--- src/hw/rtl/dvre_pkg.sv ---
// shared types and constants for the distance vector relax engine
`timescale 1ns / 1ps

package dvre_pkg;

  localparam int OP_W          = 2;
  localparam int NBR_FIELD_W   = 2;
  localparam int DEST_FIELD_W  = 4;
  localparam int EST_FIELD_W   = 16;
  localparam int HOP_W         = 3;
  localparam int CFG_IDX_W     = 3;
  localparam int CFG_DATA_W    = 16;
  localparam int DEST_CNT_W    = 5;
  localparam int NBR_CNT_W     = 3;
  localparam int REPORT_W      = 3;
  localparam int NUM_COST_REGS = 4;
  localparam int COST_W        = 16;

  localparam logic [HOP_W-1:0]    NO_HOP       = 3'd4;
  localparam logic [REPORT_W-1:0] REPORT_FULL  = 3'd7;
  localparam logic [COST_W-1:0]   DEFAULT_COST = 16'd1;

  localparam logic [CFG_IDX_W-1:0] CFG_DEST_IN_USE = 3'd0;
  localparam logic [CFG_IDX_W-1:0] CFG_NBR_IN_USE  = 3'd1;
  localparam logic [CFG_IDX_W-1:0] CFG_LINK_COST_0 = 3'd2;
  localparam logic [CFG_IDX_W-1:0] CFG_LINK_COST_3 = 3'd5;

  typedef enum logic [OP_W-1:0] {
    OP_LOAD_NBR       = 2'd0,
    OP_LOAD_OWN       = 2'd1,
    OP_NBR_UNCHANGED  = 2'd2,
    OP_RELAX          = 2'd3
  } op_t;

  typedef enum logic [2:0] {
    ST_CLEAR,
    ST_IDLE,
    ST_CONV,
    ST_RELAX,
    ST_TAIL,
    ST_EMIT_RD,
    ST_EMIT_LD
  } state_t;

  typedef struct packed {
    logic [OP_W-1:0]         operation;
    logic [NBR_FIELD_W-1:0]  neighbor_index;
    logic [DEST_FIELD_W-1:0] destination;
    logic [EST_FIELD_W-1:0]  estimate;
  } in_word_t;

  typedef struct packed {
    logic [DEST_FIELD_W-1:0] dest_index;
    logic [EST_FIELD_W-1:0]  best_estimate;
    logic [HOP_W-1:0]        next_hop;
    logic                    entry_changed;
    logic                    table_changed;
    logic                    converged;
    logic                    last;
  } out_word_t;

  typedef struct packed {
    logic [NUM_COST_REGS-1:0][COST_W-1:0] cost;
  } cost_set_t;

  typedef struct packed {
    logic valid;
    logic first;
    logic last;
  } relax_ctl_t;

endpackage

--- src/hw/rtl/dvre_cfg.sv ---
// configuration registers with clamped neighbour and destination counts
`timescale 1ns / 1ps

module dvre_cfg #(
  parameter int MAX_DESTINATIONS = 16,
  parameter int MAX_NEIGHBORS    = 4,
  parameter int DW               = 4,
  parameter int JW               = 2
) (
  input  logic                              clk,
  input  logic                              rst_n,
  input  logic                              cfg_we,
  input  logic [dvre_pkg::CFG_IDX_W-1:0]    cfg_index,
  input  logic [dvre_pkg::CFG_DATA_W-1:0]   cfg_wdata,
  output logic [DW-1:0]                     nd_m1,
  output logic [JW-1:0]                     nn_m1,
  output logic [dvre_pkg::REPORT_W:0]       nn_cnt,
  output dvre_pkg::cost_set_t               costs
);
  import dvre_pkg::*;

  logic [DEST_CNT_W-1:0] dest_cnt_r;
  logic [NBR_CNT_W-1:0]  nbr_cnt_r;
  cost_set_t             costs_r;
  int unsigned           nd_v;
  int unsigned           nn_v;

  always_ff @(posedge clk) begin
    if (!rst_n) begin
      dest_cnt_r <= 5'd16;
      nbr_cnt_r  <= 3'd4;
      for (int i = 0; i < NUM_COST_REGS; i++) begin
        costs_r.cost[i] <= DEFAULT_COST;
      end
    end else if (cfg_we) begin
      if (cfg_index == CFG_DEST_IN_USE) begin
        dest_cnt_r <= cfg_wdata[DEST_CNT_W-1:0];
      end
      if (cfg_index == CFG_NBR_IN_USE) begin
        nbr_cnt_r <= cfg_wdata[NBR_CNT_W-1:0];
      end
      if (cfg_index inside {[CFG_LINK_COST_0:CFG_LINK_COST_3]}) begin
        for (int i = 0; i < NUM_COST_REGS; i++) begin
          if (cfg_index == CFG_LINK_COST_0 + CFG_IDX_W'(i) && i < MAX_NEIGHBORS) begin
            costs_r.cost[i] <= cfg_wdata[COST_W-1:0];
          end
        end
      end
    end
  end

  always_comb begin
    if (dest_cnt_r == '0) begin
      nd_v = 1;
    end else if (32'(dest_cnt_r) > MAX_DESTINATIONS) begin
      nd_v = MAX_DESTINATIONS;
    end else begin
      nd_v = 32'(dest_cnt_r);
    end
    if (nbr_cnt_r == '0) begin
      nn_v = 1;
    end else if (32'(nbr_cnt_r) > MAX_NEIGHBORS) begin
      nn_v = MAX_NEIGHBORS;
    end else begin
      nn_v = 32'(nbr_cnt_r);
    end
  end

  assign nd_m1  = DW'(nd_v - 1);
  assign nn_m1  = JW'(nn_v - 1);
  assign nn_cnt = (REPORT_W + 1)'(nn_v);
  assign costs  = costs_r;

endmodule

--- src/hw/rtl/dvre_relax_dp.sv ---
// relax datapath: saturating sum, compare and running minimum per destination
`timescale 1ns / 1ps

module dvre_relax_dp #(
  parameter int ESTIMATE_BITS = 16,
  parameter int JW            = 2
) (
  input  logic                         clk,
  input  dvre_pkg::relax_ctl_t         ctl,
  input  logic [JW-1:0]                nbr_sel,
  input  logic [ESTIMATE_BITS-1:0]     nbr_est,
  input  logic [ESTIMATE_BITS-1:0]     own_est,
  input  logic [dvre_pkg::HOP_W-1:0]   own_hop,
  input  dvre_pkg::cost_set_t          costs,
  output logic [ESTIMATE_BITS-1:0]     new_est,
  output logic [dvre_pkg::HOP_W-1:0]   new_hop,
  output logic                         new_chg
);
  import dvre_pkg::*;

  localparam int SW = ((ESTIMATE_BITS > COST_W) ? ESTIMATE_BITS : COST_W) + 1;
  localparam logic [SW-1:0] SUM_CAP = SW'({ESTIMATE_BITS{1'b1}});

  logic [ESTIMATE_BITS-1:0] run_est_r;
  logic [HOP_W-1:0]         run_hop_r;
  logic                     run_chg_r;
  logic [ESTIMATE_BITS-1:0] base_est;
  logic [HOP_W-1:0]         base_hop;
  logic                     base_chg;
  logic [COST_W-1:0]        cost;
  logic [SW-1:0]            sum;
  logic [ESTIMATE_BITS-1:0] sum_sat;

  always_comb begin
    base_est = ctl.first ? own_est : run_est_r;
    base_hop = ctl.first ? own_hop : run_hop_r;
    base_chg = ctl.first ? 1'b0 : run_chg_r;
    cost     = (32'(nbr_sel) < NUM_COST_REGS) ? costs.cost[2'(nbr_sel)] : DEFAULT_COST;
    sum      = SW'(nbr_est) + SW'(cost);
    sum_sat  = (sum > SUM_CAP) ? {ESTIMATE_BITS{1'b1}} : sum[ESTIMATE_BITS-1:0];
    if (sum_sat < base_est) begin
      new_est = sum_sat;
      new_hop = HOP_W'(nbr_sel);
      new_chg = 1'b1;
    end else begin
      new_est = base_est;
      new_hop = base_hop;
      new_chg = base_chg;
    end
  end

  always_ff @(posedge clk) begin
    if (ctl.valid) begin
      run_est_r <= new_est;
      run_hop_r <= new_hop;
      run_chg_r <= new_chg;
    end
  end

endmodule

--- src/hw/rtl/distance_vector_relax_engine.sv ---
// top level: sequencer, distance and neighbour tables, result register
`timescale 1ns / 1ps

// After reset the block sweeps its tables to unreachable, one entry a cycle, over
// all MAX_NEIGHBORS * MAX_DESTINATIONS entries; in_ready stays low meanwhile, while
// configuration writes are taken at once. Loads and no-change reports are taken
// in the idle state. A relax round holds in_ready low: when the no-change reports
// counted since the last round start match the neighbours in use it gives a single
// converged word; otherwise it walks the neighbour table one read a cycle, then
// reads each distance entry back through the single table port into the result
// register, a read state and a load state per word, the load waiting while the held
// result is not taken. The next word is taken while the last result still waits.
module distance_vector_relax_engine #(
  parameter int MAX_DESTINATIONS = 16,
  parameter int MAX_NEIGHBORS    = 4,
  parameter int ESTIMATE_BITS    = 16
) (
  input  logic                             clk,
  input  logic                             rst_n,
  input  logic                             in_valid,
  output logic                             in_ready,
  input  dvre_pkg::in_word_t               in_data,
  output logic                             out_valid,
  input  logic                             out_ready,
  output dvre_pkg::out_word_t              out_data,
  input  logic                             cfg_we,
  input  logic [dvre_pkg::CFG_IDX_W-1:0]   cfg_index,
  input  logic [dvre_pkg::CFG_DATA_W-1:0]  cfg_wdata
);
  import dvre_pkg::*;

  localparam int DW        = (MAX_DESTINATIONS > 1) ? $clog2(MAX_DESTINATIONS) : 1;
  localparam int JW        = (MAX_NEIGHBORS > 1) ? $clog2(MAX_NEIGHBORS) : 1;
  localparam int NBR_DEPTH = MAX_NEIGHBORS * MAX_DESTINATIONS;
  localparam int NAW       = (NBR_DEPTH > 1) ? $clog2(NBR_DEPTH) : 1;
  localparam logic [NAW-1:0] CLR_LAST = NAW'(NBR_DEPTH - 1);
  localparam logic [ESTIMATE_BITS-1:0] EST_ONES = {ESTIMATE_BITS{1'b1}};

  state_t                   state_r, state_nxt;
  logic [NAW-1:0]           clr_cnt_r;
  logic [DW-1:0]            di_r;
  logic [JW-1:0]            ji_r;
  logic [DW-1:0]            ed_r;
  relax_ctl_t               p_ctl_r;
  logic [DW-1:0]            p_d_r;
  logic [JW-1:0]            p_j_r;
  logic [REPORT_W-1:0]      reports_r;
  logic                     round_chg_r;
  logic [MAX_DESTINATIONS-1:0] chg_bits_r;
  logic                     out_valid_r;
  out_word_t                out_word_r;
  out_word_t                out_word_nxt;

  logic [ESTIMATE_BITS-1:0] nbr_mem [NBR_DEPTH];
  logic [ESTIMATE_BITS-1:0] own_est_mem [MAX_DESTINATIONS];
  logic [HOP_W-1:0]         own_hop_mem [MAX_DESTINATIONS];
  logic [ESTIMATE_BITS-1:0] nbr_rd_r;
  logic [ESTIMATE_BITS-1:0] own_est_rd_r;
  logic [HOP_W-1:0]         own_hop_rd_r;

  logic                     nbr_we;
  logic [NAW-1:0]           nbr_waddr;
  logic [ESTIMATE_BITS-1:0] nbr_wdata;
  logic [NAW-1:0]           nbr_raddr;
  logic                     own_we;
  logic [DW-1:0]            own_waddr;
  logic [ESTIMATE_BITS-1:0] own_west;
  logic [HOP_W-1:0]         own_whop;
  logic                     own_re;
  logic [DW-1:0]            own_raddr;
  logic                     out_load;

  logic [DW-1:0]            nd_m1;
  logic [JW-1:0]            nn_m1;
  logic [REPORT_W:0]        nn_cnt;
  cost_set_t                costs;
  logic [ESTIMATE_BITS-1:0] dp_est;
  logic [HOP_W-1:0]         dp_hop;
  logic                     dp_chg;

  logic                     in_fire;
  logic                     slot_free;
  logic                     nb_ok;
  logic                     dst_ok;
  logic [ESTIMATE_BITS-1:0] in_est;
  logic                     is_conv;
  logic                     relax_start;
  logic                     walk_done;
  logic                     dp_wr;

  dvre_cfg #(
    .MAX_DESTINATIONS (MAX_DESTINATIONS),
    .MAX_NEIGHBORS    (MAX_NEIGHBORS),
    .DW               (DW),
    .JW               (JW)
  ) u_cfg (
    .clk       (clk),
    .rst_n     (rst_n),
    .cfg_we    (cfg_we),
    .cfg_index (cfg_index),
    .cfg_wdata (cfg_wdata),
    .nd_m1     (nd_m1),
    .nn_m1     (nn_m1),
    .nn_cnt    (nn_cnt),
    .costs     (costs)
  );

  dvre_relax_dp #(
    .ESTIMATE_BITS (ESTIMATE_BITS),
    .JW            (JW)
  ) u_relax_dp (
    .clk     (clk),
    .ctl     (p_ctl_r),
    .nbr_sel (p_j_r),
    .nbr_est (nbr_rd_r),
    .own_est (own_est_rd_r),
    .own_hop (own_hop_rd_r),
    .costs   (costs),
    .new_est (dp_est),
    .new_hop (dp_hop),
    .new_chg (dp_chg)
  );

  assign in_ready    = (state_r == ST_IDLE);
  assign in_fire     = in_valid && in_ready;
  assign slot_free   = !out_valid_r || out_ready;
  assign nb_ok       = 32'(in_data.neighbor_index) < MAX_NEIGHBORS;
  assign dst_ok      = 32'(in_data.destination) < MAX_DESTINATIONS;
  assign in_est      = ESTIMATE_BITS'(in_data.estimate);
  assign is_conv     = ({1'b0, reports_r} == nn_cnt);
  assign relax_start = in_fire && (in_data.operation == OP_RELAX) && !is_conv;
  assign walk_done   = (di_r == nd_m1) && (ji_r == nn_m1);
  assign dp_wr       = p_ctl_r.valid && p_ctl_r.last;

  // next state
  always_comb begin
    state_nxt = state_r;
    case (state_r)
      ST_CLEAR: begin
        if (clr_cnt_r == CLR_LAST) state_nxt = ST_IDLE;
      end
      ST_IDLE: begin
        if (in_fire && in_data.operation == OP_RELAX) begin
          state_nxt = is_conv ? ST_CONV : ST_RELAX;
        end
      end
      ST_CONV: begin
        if (slot_free) state_nxt = ST_IDLE;
      end
      ST_RELAX: begin
        if (walk_done) state_nxt = ST_TAIL;
      end
      ST_TAIL: begin
        state_nxt = ST_EMIT_RD;
      end
      ST_EMIT_RD: begin
        state_nxt = ST_EMIT_LD;
      end
      ST_EMIT_LD: begin
        if (slot_free) state_nxt = (ed_r == nd_m1) ? ST_IDLE : ST_EMIT_RD;
      end
      default: begin
        state_nxt = ST_CLEAR;
      end
    endcase
  end

  // table ports and result word
  always_comb begin
    nbr_we       = 1'b0;
    nbr_waddr    = NAW'(32'(in_data.neighbor_index) * MAX_DESTINATIONS
                        + 32'(in_data.destination));
    nbr_wdata    = in_est;
    nbr_raddr    = NAW'(32'(ji_r) * MAX_DESTINATIONS + 32'(di_r));
    own_we       = 1'b0;
    own_waddr    = DW'(in_data.destination);
    own_west     = in_est;
    own_whop     = NO_HOP;
    own_re       = 1'b0;
    own_raddr    = di_r;
    out_load     = 1'b0;
    out_word_nxt = '0;
    case (state_r)
      ST_CLEAR: begin
        nbr_we    = 1'b1;
        nbr_waddr = clr_cnt_r;
        nbr_wdata = EST_ONES;
        own_we    = 32'(clr_cnt_r) < MAX_DESTINATIONS;
        own_waddr = DW'(clr_cnt_r);
        own_west  = EST_ONES;
      end
      ST_IDLE: begin
        if (in_fire && in_data.operation == OP_LOAD_NBR) nbr_we = nb_ok && dst_ok;
        if (in_fire && in_data.operation == OP_LOAD_OWN) own_we = dst_ok;
      end
      ST_CONV: begin
        out_load               = slot_free;
        out_word_nxt.next_hop  = NO_HOP;
        out_word_nxt.converged = 1'b1;
        out_word_nxt.last      = 1'b1;
      end
      ST_RELAX: begin
        own_re = 1'b1;
      end
      ST_EMIT_RD: begin
        own_re    = 1'b1;
        own_raddr = ed_r;
      end
      ST_EMIT_LD: begin
        out_load                   = slot_free;
        out_word_nxt.dest_index    = DEST_FIELD_W'(ed_r);
        out_word_nxt.best_estimate = EST_FIELD_W'(own_est_rd_r);
        out_word_nxt.next_hop      = own_hop_rd_r;
        out_word_nxt.entry_changed = chg_bits_r[ed_r];
        out_word_nxt.table_changed = round_chg_r;
        out_word_nxt.last          = (ed_r == nd_m1);
      end
      default: begin
      end
    endcase
    if (dp_wr) begin
      own_we    = 1'b1;
      own_waddr = p_d_r;
      own_west  = dp_est;
      own_whop  = dp_hop;
    end
  end

  always_ff @(posedge clk) begin
    if (nbr_we) nbr_mem[nbr_waddr] <= nbr_wdata;
    nbr_rd_r <= nbr_mem[nbr_raddr];
    if (own_we) begin
      own_est_mem[own_waddr] <= own_west;
      own_hop_mem[own_waddr] <= own_whop;
    end
    if (own_re) begin
      own_est_rd_r <= own_est_mem[own_raddr];
      own_hop_rd_r <= own_hop_mem[own_raddr];
    end
  end

  always_ff @(posedge clk) begin
    if (!rst_n) begin
      state_r     <= ST_CLEAR;
      clr_cnt_r   <= '0;
      di_r        <= '0;
      ji_r        <= '0;
      ed_r        <= '0;
      p_ctl_r     <= '0;
      reports_r   <= '0;
      round_chg_r <= 1'b0;
      chg_bits_r  <= '0;
      out_valid_r <= 1'b0;
    end else begin
      state_r <= state_nxt;
      if (state_r == ST_CLEAR) clr_cnt_r <= clr_cnt_r + 1'b1;

      if (relax_start) begin
        di_r        <= '0;
        ji_r        <= '0;
        ed_r        <= '0;
        reports_r   <= '0;
        round_chg_r <= 1'b0;
      end else begin
        if (state_r == ST_RELAX) begin
          if (ji_r == nn_m1) begin
            ji_r <= '0;
            di_r <= di_r + 1'b1;
          end else begin
            ji_r <= ji_r + 1'b1;
          end
        end
        if (state_r == ST_EMIT_LD && slot_free) ed_r <= ed_r + 1'b1;
        if (in_fire && in_data.operation == OP_NBR_UNCHANGED && nb_ok
            && reports_r != REPORT_FULL) begin
          reports_r <= reports_r + 1'b1;
        end
        if (dp_wr && dp_chg) round_chg_r <= 1'b1;
      end

      p_ctl_r.valid <= (state_r == ST_RELAX);
      p_ctl_r.first <= (ji_r == '0);
      p_ctl_r.last  <= (ji_r == nn_m1);
      if (dp_wr) chg_bits_r[p_d_r] <= dp_chg;

      if (out_load) begin
        out_valid_r <= 1'b1;
      end else if (out_ready) begin
        out_valid_r <= 1'b0;
      end
    end
  end

  always_ff @(posedge clk) begin
    p_d_r <= di_r;
    p_j_r <= ji_r;
    if (out_load) out_word_r <= out_word_nxt;
  end

  assign out_valid = out_valid_r;
  assign out_data  = out_word_r;

  a_no_overwrite: assert property (@(posedge clk) disable iff (!rst_n)
    !(out_load && out_valid_r && !out_ready))
    else $error("result word overwritten while waiting");

  a_conv_is_last: assert property (@(posedge clk) disable iff (!rst_n)
    out_valid && out_data.converged |-> out_data.last && !out_data.table_changed)
    else $error("converged word without last");

  a_stage_in_walk: assert property (@(posedge clk) disable iff (!rst_n)
    p_ctl_r.valid |-> (state_r == ST_RELAX || state_r == ST_TAIL))
    else $error("relax stage active outside walk");

  a_reports_cleared: assert property (@(posedge clk) disable iff (!rst_n)
    (state_r == ST_RELAX && $past(state_r) == ST_IDLE) |-> reports_r == '0)
    else $error("report count not cleared at round start");

endmodule
--- config.mk ---
export PLATFORM = sky130hd
export DESIGN_NAME = distance_vector_relax_engine
export DESIGN_NICKNAME = d
export VERILOG_FILES = /design/src/hw/rtl/dvre_pkg.sv /design/src/hw/rtl/dvre_cfg.sv /design/src/hw/rtl/dvre_relax_dp.sv /design/src/hw/rtl/distance_vector_relax_engine.sv
export SDC_FILE = /design/constraint.sdc
export NUM_CORES = 2
export LEC_CHECK = 0
export BUFFER_PORTS_ARGS = -buffer_cell sky130_fd_sc_hd__buf_2
export CORE_MARGIN = 2
export CORE_UTILIZATION = 36
export DETAILED_ROUTE_END_ITERATION = 8
export PLACE_DENSITY_LB_ADDON = 0.15
export SYNTH_ARGS = -nofsm -noshare
export SYNTH_HDL_FRONTEND = slang
export SYNTH_HIERARCHICAL = 1
export SYNTH_SLANG_ARGS = --single-unit
--- constraint.sdc ---
create_clock -name clk -period 5.1 [get_ports clk]
set_input_delay 0.255 -clock clk [delete_from_list [all_inputs] [get_ports clk]]
set_output_delay 0.255 -clock clk [all_outputs]
set_load 0.005 [all_outputs]
* Yosys cells after proc, flatten, opt, wreduce, memory -nomap -nowiden
Memory sizes are Yosys's and may differ from the RTL's. A register that Yosys moved wholly into a read port is not among the register bits. Cells that the tools add are included.
Word-level totals: register bits 168, RAM bits 1328, input port bits 48, output and inout port bits 29, word-level logic and storage cells 164, memories 3
Operators by class: add/subtract/negate cells 10, order comparisons 11, eq/ne operators 25, multiplexer cells 50, bitwise logic cells 1, reduce and logical (&&, ||, !) cells 34
Memory list:
- nbr_mem | depth 64, width 16, read ports 1, clocked after Yosys merged registers in 1, write ports 1, line distance_vector_relax_engine.sv:54 | logic [ESTIMATE_BITS-1:0] nbr_mem [NBR_DEPTH];
- own_est_mem | depth 16, width 16, read ports 1, clocked after Yosys merged registers in 1, write ports 1, line distance_vector_relax_engine.sv:55 | logic [ESTIMATE_BITS-1:0] own_est_mem [MAX_DESTINATIONS];
- own_hop_mem | depth 16, width 3, read ports 1, clocked after Yosys merged registers in 1, write ports 1, line distance_vector_relax_engine.sv:56 | logic [HOP_W-1:0] own_hop_mem [MAX_DESTINATIONS];
Operators with widths (number):
- 16-bit two-way mux | 6
- 3-bit two-way mux | 11
- 16-bit binary-select mux with 2-bit select | 1
- 3-bit one-hot mux with 7 select lines | 1
- 4-bit two-way mux | 5
- 16-bit by 16-bit adder with 17-bit output | 1
- 17-bit by 16-bit greater-than comparator with 1-bit output (second input constant) | 1
- 1-bit two-way mux | 17
- 16-bit bitwise mux | 1
- 16-bit < comparator | 1
- 3-bit == test (second input constant) | 5
- 1-bit logical AND | 13
- 6-bit by 4-bit adder with 6-bit output | 2
- 3-bit by 2-bit == test with 1-bit output (second input constant) | 4
- 3-bit AND reduction | 4
- 4-bit by 5-bit < comparator with 1-bit output (second input constant) | 2
- 3-bit logical NOT | 3
- 4-bit by 1-bit adder with 4-bit output (second input constant) | 2
- 4-bit == test | 2
- 2-bit != test (second input constant) | 4
- 6-bit by 1-bit adder with 6-bit output (second input constant) | 1
- 3-bit by 1-bit == test with 1-bit output (second input constant) | 2
- 6-bit == test (second input constant) | 1
- 6-bit by 5-bit < comparator with 1-bit output (second input constant) | 1
- 31 further kinds | 40

* Longest topological paths before layout
depth after elaboration 8, mapped depth 23

* Modules after synthesis
Netlist, hierarchy kept.
By module, submodules not included:
- distance_vector_relax_engine | instances 1, cells an instance 3026, area each 56163.9 µm²
- dvre_cfg | instances 1, cells an instance 276, area each 2840.2 µm²
- dvre_relax_dp | instances 1, cells an instance 254, area each 2617.5 µm²

* Worst setup path after synthesis
No wires, ideal clock.
path kind reg-to-reg, start register p_j_r[0], end register chg_bits_r[12], library setup time 0.065 ns, arrival time 5.222 ns, data required time 5.035 ns, slack -0.187 ns, stages on the path, launching flop included 23, period minus slack after synthesis 5.287 ns, cell sequence dfxtp_1 > clkbuf_1 > buf_2 > mux4_2 > ha_1 > a21o_1 > a31o_1 > a41o_4 > o21a_1 > nor2_1 > inv_1 > ha_1 > a41o_1 > a221oi_1 > o21ai_0 > a21oi_2 > o21ai_2 > buf_2 > o21ai_0 > clkbuf_1 > clkbuf_1 > mux2i_1 > nor2_1
Between the ends: longest elaborated chain between the ends 8
RTL lines:
- start, declared | line distance_vector_relax_engine.sv:46 | logic [JW-1:0] p_j_r;
- start signal, assigned | line distance_vector_relax_engine.sv:296 | p_j_r <= ji_r;
- 16-bit binary-select mux with 2-bit select * | line dvre_relax_dp.sv:38 | cost = (32'(nbr_sel) < NUM_COST_REGS) ? costs.cost[2'(nbr_sel)] : DEFAULT_COST;
- 16-bit two-way mux (implied by the code) * | line dvre_relax_dp.sv:38
- 16-bit by 16-bit adder with 17-bit output * | line dvre_relax_dp.sv:39 | sum = SW'(nbr_est) + SW'(cost);
- 17-bit by 16-bit greater-than comparator with 1-bit output | line dvre_relax_dp.sv:40 | sum_sat = (sum > SUM_CAP) ? {ESTIMATE_BITS{1'b1}} : sum[ESTIMATE_BITS-1:0];
- 16-bit two-way mux * | line dvre_relax_dp.sv:40
- 16-bit < comparator * | line dvre_relax_dp.sv:41 | if (sum_sat < base_est) begin
- 1-bit two-way mux * | line dvre_relax_dp.sv:41
- named net dp_chg | line distance_vector_relax_engine.sv:79 | logic dp_chg;
- 16-bit bitwise mux * | line distance_vector_relax_engine.sv:284 | if (dp_wr) chg_bits_r[p_d_r] <= dp_chg;
- end signal, assigned by index | line distance_vector_relax_engine.sv:284
- end, declared | line distance_vector_relax_engine.sv:49 | logic [MAX_DESTINATIONS-1:0] chg_bits_r;
The timed path passes the listed nets; every way through them passes the cells marked *. The select of a mux whose other input is x is not followed. A chain may end at the register's enable or synchronous reset.

* Worst setup path in the final report
start register p_j_r[0], end memory own_est_mem[3][14] (data pin)
Between the ends: longest elaborated chain between the ends 8
RTL lines:
- 16-bit binary-select mux with 2-bit select * | line dvre_relax_dp.sv:38
- 16-bit two-way mux (implied by the code) * | line dvre_relax_dp.sv:38
- 16-bit by 16-bit adder with 17-bit output * | line dvre_relax_dp.sv:39
- 17-bit by 16-bit greater-than comparator with 1-bit output | line dvre_relax_dp.sv:40
- 16-bit two-way mux * | line dvre_relax_dp.sv:40
- 16-bit < comparator | line dvre_relax_dp.sv:41
- 16-bit two-way mux * | line dvre_relax_dp.sv:41
- named net dp_est[14] | line distance_vector_relax_engine.sv:77 | logic [ESTIMATE_BITS-1:0] dp_est;
- 16-bit two-way mux * | line distance_vector_relax_engine.sv:221 | if (dp_wr) begin
- named net own_west[14] | line distance_vector_relax_engine.sv:67 | logic [ESTIMATE_BITS-1:0] own_west;
- end, declared | line distance_vector_relax_engine.sv:55
Marked as above.

==> results.md <==
Power and ir drop:
- The share of total power dissipated in sequential elements is 48.4%.
- The net switching power of the design is 8440 uW.
- The power density of the placed cells is 444 nW/um2.
- The worst-case IR drop observed on VDD is 0.303 mV.
- Of the total power, combinational logic draws 15.8%.
- The internal power consumption is 23,200 uW.
- The share of power burned in the clock network is 35.8%.
- The analysis attributes to cell leakage a power of 0.0228 uW.
- After layout, the design draws a total of 31,600 uW.
- Net switching is 26.7% of the power.

Hold path:
- The tightest min-delay check is of the input pin to flop type.

Job:
- The number of max-cap violations is 0.

GRT:
- The maximum number of pins on one net before global-route repair is 93.
- The via count of the first global-routing pass is 33,100.
- The first-pass GRT wire length is 242,000 um.
- The initial antenna violation count is 12.
- Global routing used 19.3% of the available tracks across all layers.
- The total congestion overflow is 0.

Route:
- Summed over all layers, the routed wires come to 170,000 um.
- The residual DRC count is 0.
- Dividing the detail-routed via count by the number of cells gives 5.35.
- The number of detailed-routing iterations run before antenna repair is 5.
- In the final routed layout, each cell accounts on average for 27.3 um.
- The first routing iteration left 2,827 violations.
- The number of vias in the routed layout is 33,200.
- The count of nets left with antenna violations after detail routing is 0.

Placement:
- Routability-driven placement finished with a final weighted congestion of 0.821.
- After detailed placement, the design holds a cell count of 5,873.
- The number of buffers inserted by port buffering is 76.
- The final HPWL from detailed placement is 102,000 um.

Timing:
- Setup repair after global routing left no endpoint under its margin.
- Static timing analysis puts the maximum clock frequency at 0.201 GHz.
- The worst hold margin is 0.0937 ns.
- In the final timing run, aggregate negative setup slack is 0 ns.
- The hold violation total from the final report is 0.
- The pin slew with the least headroom to its limit is 1.17 ns.
- In this run the tightest slew margin relative to its limit is 19.9%.
- Of the available clock period, the critical path in the final layout requires 97.3%.
- For the final database, setup skew stands at 0.0365 ns.
- For the finished layout, the period the worst path requires is 4.96 ns.
- The number of max-slew violations in the final report is 0.
- The count of final setup violators is 0.

Yosys:
- The number of instances in the synthesized netlist is 3,556.
- Of all flip-flops after synthesis, the portion carrying an async set or reset was 0%.
- Counting flops with a built-in enable in the synthesized netlist gives 1,394.
- The number of nets produced by synthesis is 3,643.
- The number of warnings printed during yosys synthesis is 6.
- After synthesis, flip-flops and latches occupy 72.4% of the total area.
- The number of library cell types mapped by synthesis is 79.
- In the synthesized netlist the dominant register cell turns out to be edfxtp_1.
- In this run the cell area of the synthesized design comes to 61,600 um2.
- The mean area per synthesized cell is 17.3 um2.
- The synthesized design contains 1,531 register bits.

Run status:
- The flow ran to the end, and the final reports show no timing, DRC or antenna violations.

Setup path:
- The cell occurring most often along the worst timing path is buf_4.
- The type of element capturing the critical path is a flop.
- The critical path is of the flop to flop type.
- At the worst endpoint, the required time is 5.64 ns.
- The maximum net fanout on the critical path is 16.
- The slowest cell on the critical path is mux4_2.
- The delay of the slowest cell on the worst path is 0.51 ns.
- Data on the critical path arrives at its endpoint at 5.51 ns.
- The number of buffers and inverters on the critical path is 5.
- Walking the worst path, the cells encountered are mux4_2, ha_2, fa_2, a211oi_4, o211ai_1, a41o_4, buf_4, o21ai_4, nand2_1, ha_1, buf_4, and4_1, o211ai_1, o211ai_1, a21oi_2, buf_4, buf_4, a32oi_2, mux2_2, buf_12.
- The top cell family by delay on the critical path is compound AO/OA/AOI/OAI gates.
- The sort of element at the start of the critical path is a flop.

Clock network:
- In this run the deepest clock path goes through 3 buffers.
- The clock latency at the later pin of the worst-skew pair is 0.79 ns.
- The number of H-tree levels is 4.
- The clock slew at the register clock pins of the worst setup and hold paths is 0.06 ns.
- The total clock sinks is 1,531.
- The TritonCTS clock tree is done.
- Clock tree synthesis inserted a total of 166 buffers.
- The tree is rooted in a clkbuf_16.

Die:
- The die extent in y is 418 um.
- The number of cell rows is 151.
- For this configuration, the core starts out at a cell density of 36.3%.
- In this run the horizontal extent of the chip is 418 um.
- The area of the placeable core is 170,000 um2.
- The number of ports placed on the die boundary is 77.
- The die covers 174,000 um2.

Cells and area:
- The number of fill cells in the layout is 15,200.
- The number of nets at the end of the flow is 3,947.
- The final non-filler cell total is 6,210.
- The fraction of layout instances using a drive strength above 1 is 22.6%.
- The synthesis-to-layout area growth is 15.6%.
cell usage in the layout, fill, tap and decap left out, types with 34 or more instances in the layout:
cell type and instances:
buf_2 76, ha_1 36, o21ai_1 34, clkinv_1 42
nand2_1 404, edfxtp_1 1394, nand3_1 82, mux2i_1 246
dfxtp_1 132, clkbuf_16 170, mux4_2 267, clkbuf_1 57
a21oi_1 46, o21ai_0 65, nor2_1 128, buf_4 210
nor2_2 46
final timing paths:
path	startpoint	end	slack (ns)	depth (start not counted)
worst min register to register	u_cfg/costs[35]	u_cfg/costs[35]	0.46	2
worst max-delay path	p_j_r[0]	own_est_mem[3][14]	0.14	20
worst min-delay path	in_data[22]	reports_r[0]	0.09	5
worst max register to register	p_j_r[0]	own_est_mem[3][14]	0.14	20
kinds of logic (layout without fill, tap and decap cells):
| family | Yosys count | after routing | share of synthesized area, % |
|---|---|---|---|
| mux | 542 | 545 | 14.3 |
| fa+ha+maj | 39 | 39 | 0.804 |
| compound gates | 350 | 350 | 3.85 |
| xor+xnor | 37 | 37 | 0.526 |
| flops | 1531 | 1531 | 72.4 |
| buf+inv | 217 | 649 | 1.95 |
| other cells | 1 | 2 | 0.00609 |
| simple gates | 839 | 839 | 6.16 |
Yosys cell counts (12+ instances only):
library cell     n  area share, %
mux2_2          22           0.40
o211ai_1        20           0.24
and2_1          12           0.12
o22ai_1         32           0.32
nor2b_1         31           0.31
nand2_1        404            2.5
or2_2           21           0.21
buf_2           55           0.45
o21ai_1         31           0.25
ha_1            38           0.77
xor2_1          14           0.20
and3_1          31           0.31
o221ai_1        19           0.27
a22o_1          12           0.17
nand3_1         82           0.67
a221oi_1        14           0.20
nand2b_1        17           0.17
clkbuf_1        81           0.49
xnor2_1         23           0.33
a22oi_1         26           0.32
a2111oi_0       13           0.18
buf_4           30           0.37
nand3b_1        24           0.29
dfxtp_1        137            4.5
mux4_2         267            9.8
mux2i_1        247            4.0
a21oi_1         47           0.38
inv_1           16          0.097
o21ai_0         68           0.55
nor2_1         175            1.1
buf_6           25           0.46
a32oi_1         20           0.28
edfxtp_1      1394             68
a211oi_1        13           0.16
layout make-up:
class	count	area (um2)	share of cell area [%]
antenna	1	2.50	0.00351
clock buffer	229	4500	6.31
clock inverter	70	547	0.768
inverter	17	63.8	0.0896
multi-input combinational	1811	16100	22.7
sequential	1531	44600	62.7
tap	2218	2780	3.90
timing repair buffer	333	2570	3.61
worst register-to-register path: stages (launching register included):
cell and delay (ns):
dfxtp_4 0.37, mux4_2 0.51, ha_2 0.21, fa_2 0.39, a211oi_4 0.24, o211ai_1 0.17, a41o_4 0.27, buf_4 0.15
o21ai_4 0.28, nand2_1 0.10, ha_1 0.32, buf_4 0.15, and4_1 0.14, o211ai_1 0.08, o211ai_1 0.14, a21oi_2 0.24
buf_4 0.15, buf_4 0.19, a32oi_2 0.17, mux2_2 0.32, buf_12 0.15
power by group through the flow:
stage	Clock [uW]	Combinational (uW)	Sequential (uW)
6_report	11300	5000	15300
3_5_place_dp	0	4860	15600
2_1_floorplan	0	2340	15500
4_1_cts	11600	4990	15300
3_3_place_gp	0	4850	15600
5_1_grt	12100	5380	15400
through the flow:
step	worst slack (ns)	cell area [um2]	utilization, %
after floorplan	0.0154	61600	-
after global placement	-0.303	65600	38.7
after detailed placement	-0.306	65600	38.7
after CTS	0.00169	71100	41.9
after global routing	0.0117	71200	42.0
final	0.135	71200	42.0
state kept, by name, indices dropped and copies added, names as in the netlist, 27 cells and up:
| signal | count |
|---|---|
| own_est_mem | 256 |
| own_hop_mem | 48 |
| nbr_mem | 1024 |
| u_cfg/costs | 64 |
| out_data | 27 |
per-layer routing:
| layer | up-vias | GRT usage (%) | share of wire, % |
|---|---|---|---|
| met5 | - | 0 | 0.0077 |
| met4 | 2 | 5.44 | 2.6 |
| met1 | 17400 | 27.3 | 45 |
| met3 | 249 | 2.84 | 5.2 |
| met2 | 951 | 31.1 | 47 |
| li1 | 14600 | - | - |
timing repair:
| action | CTS | global route |
|---|---|---|
| setup buffers | 2 | 0 |
| resized for setup | 16 | 23 |
| hold buffers | 32 | 0 |
| cloned | 1 | 2 |
| pin swaps | 4 | 6 |
| endpoints found under the hold margin | 86 | 0 |
| setup endpoints to repair | 321 | 322 |
Power figures use the tool's default switching activity.
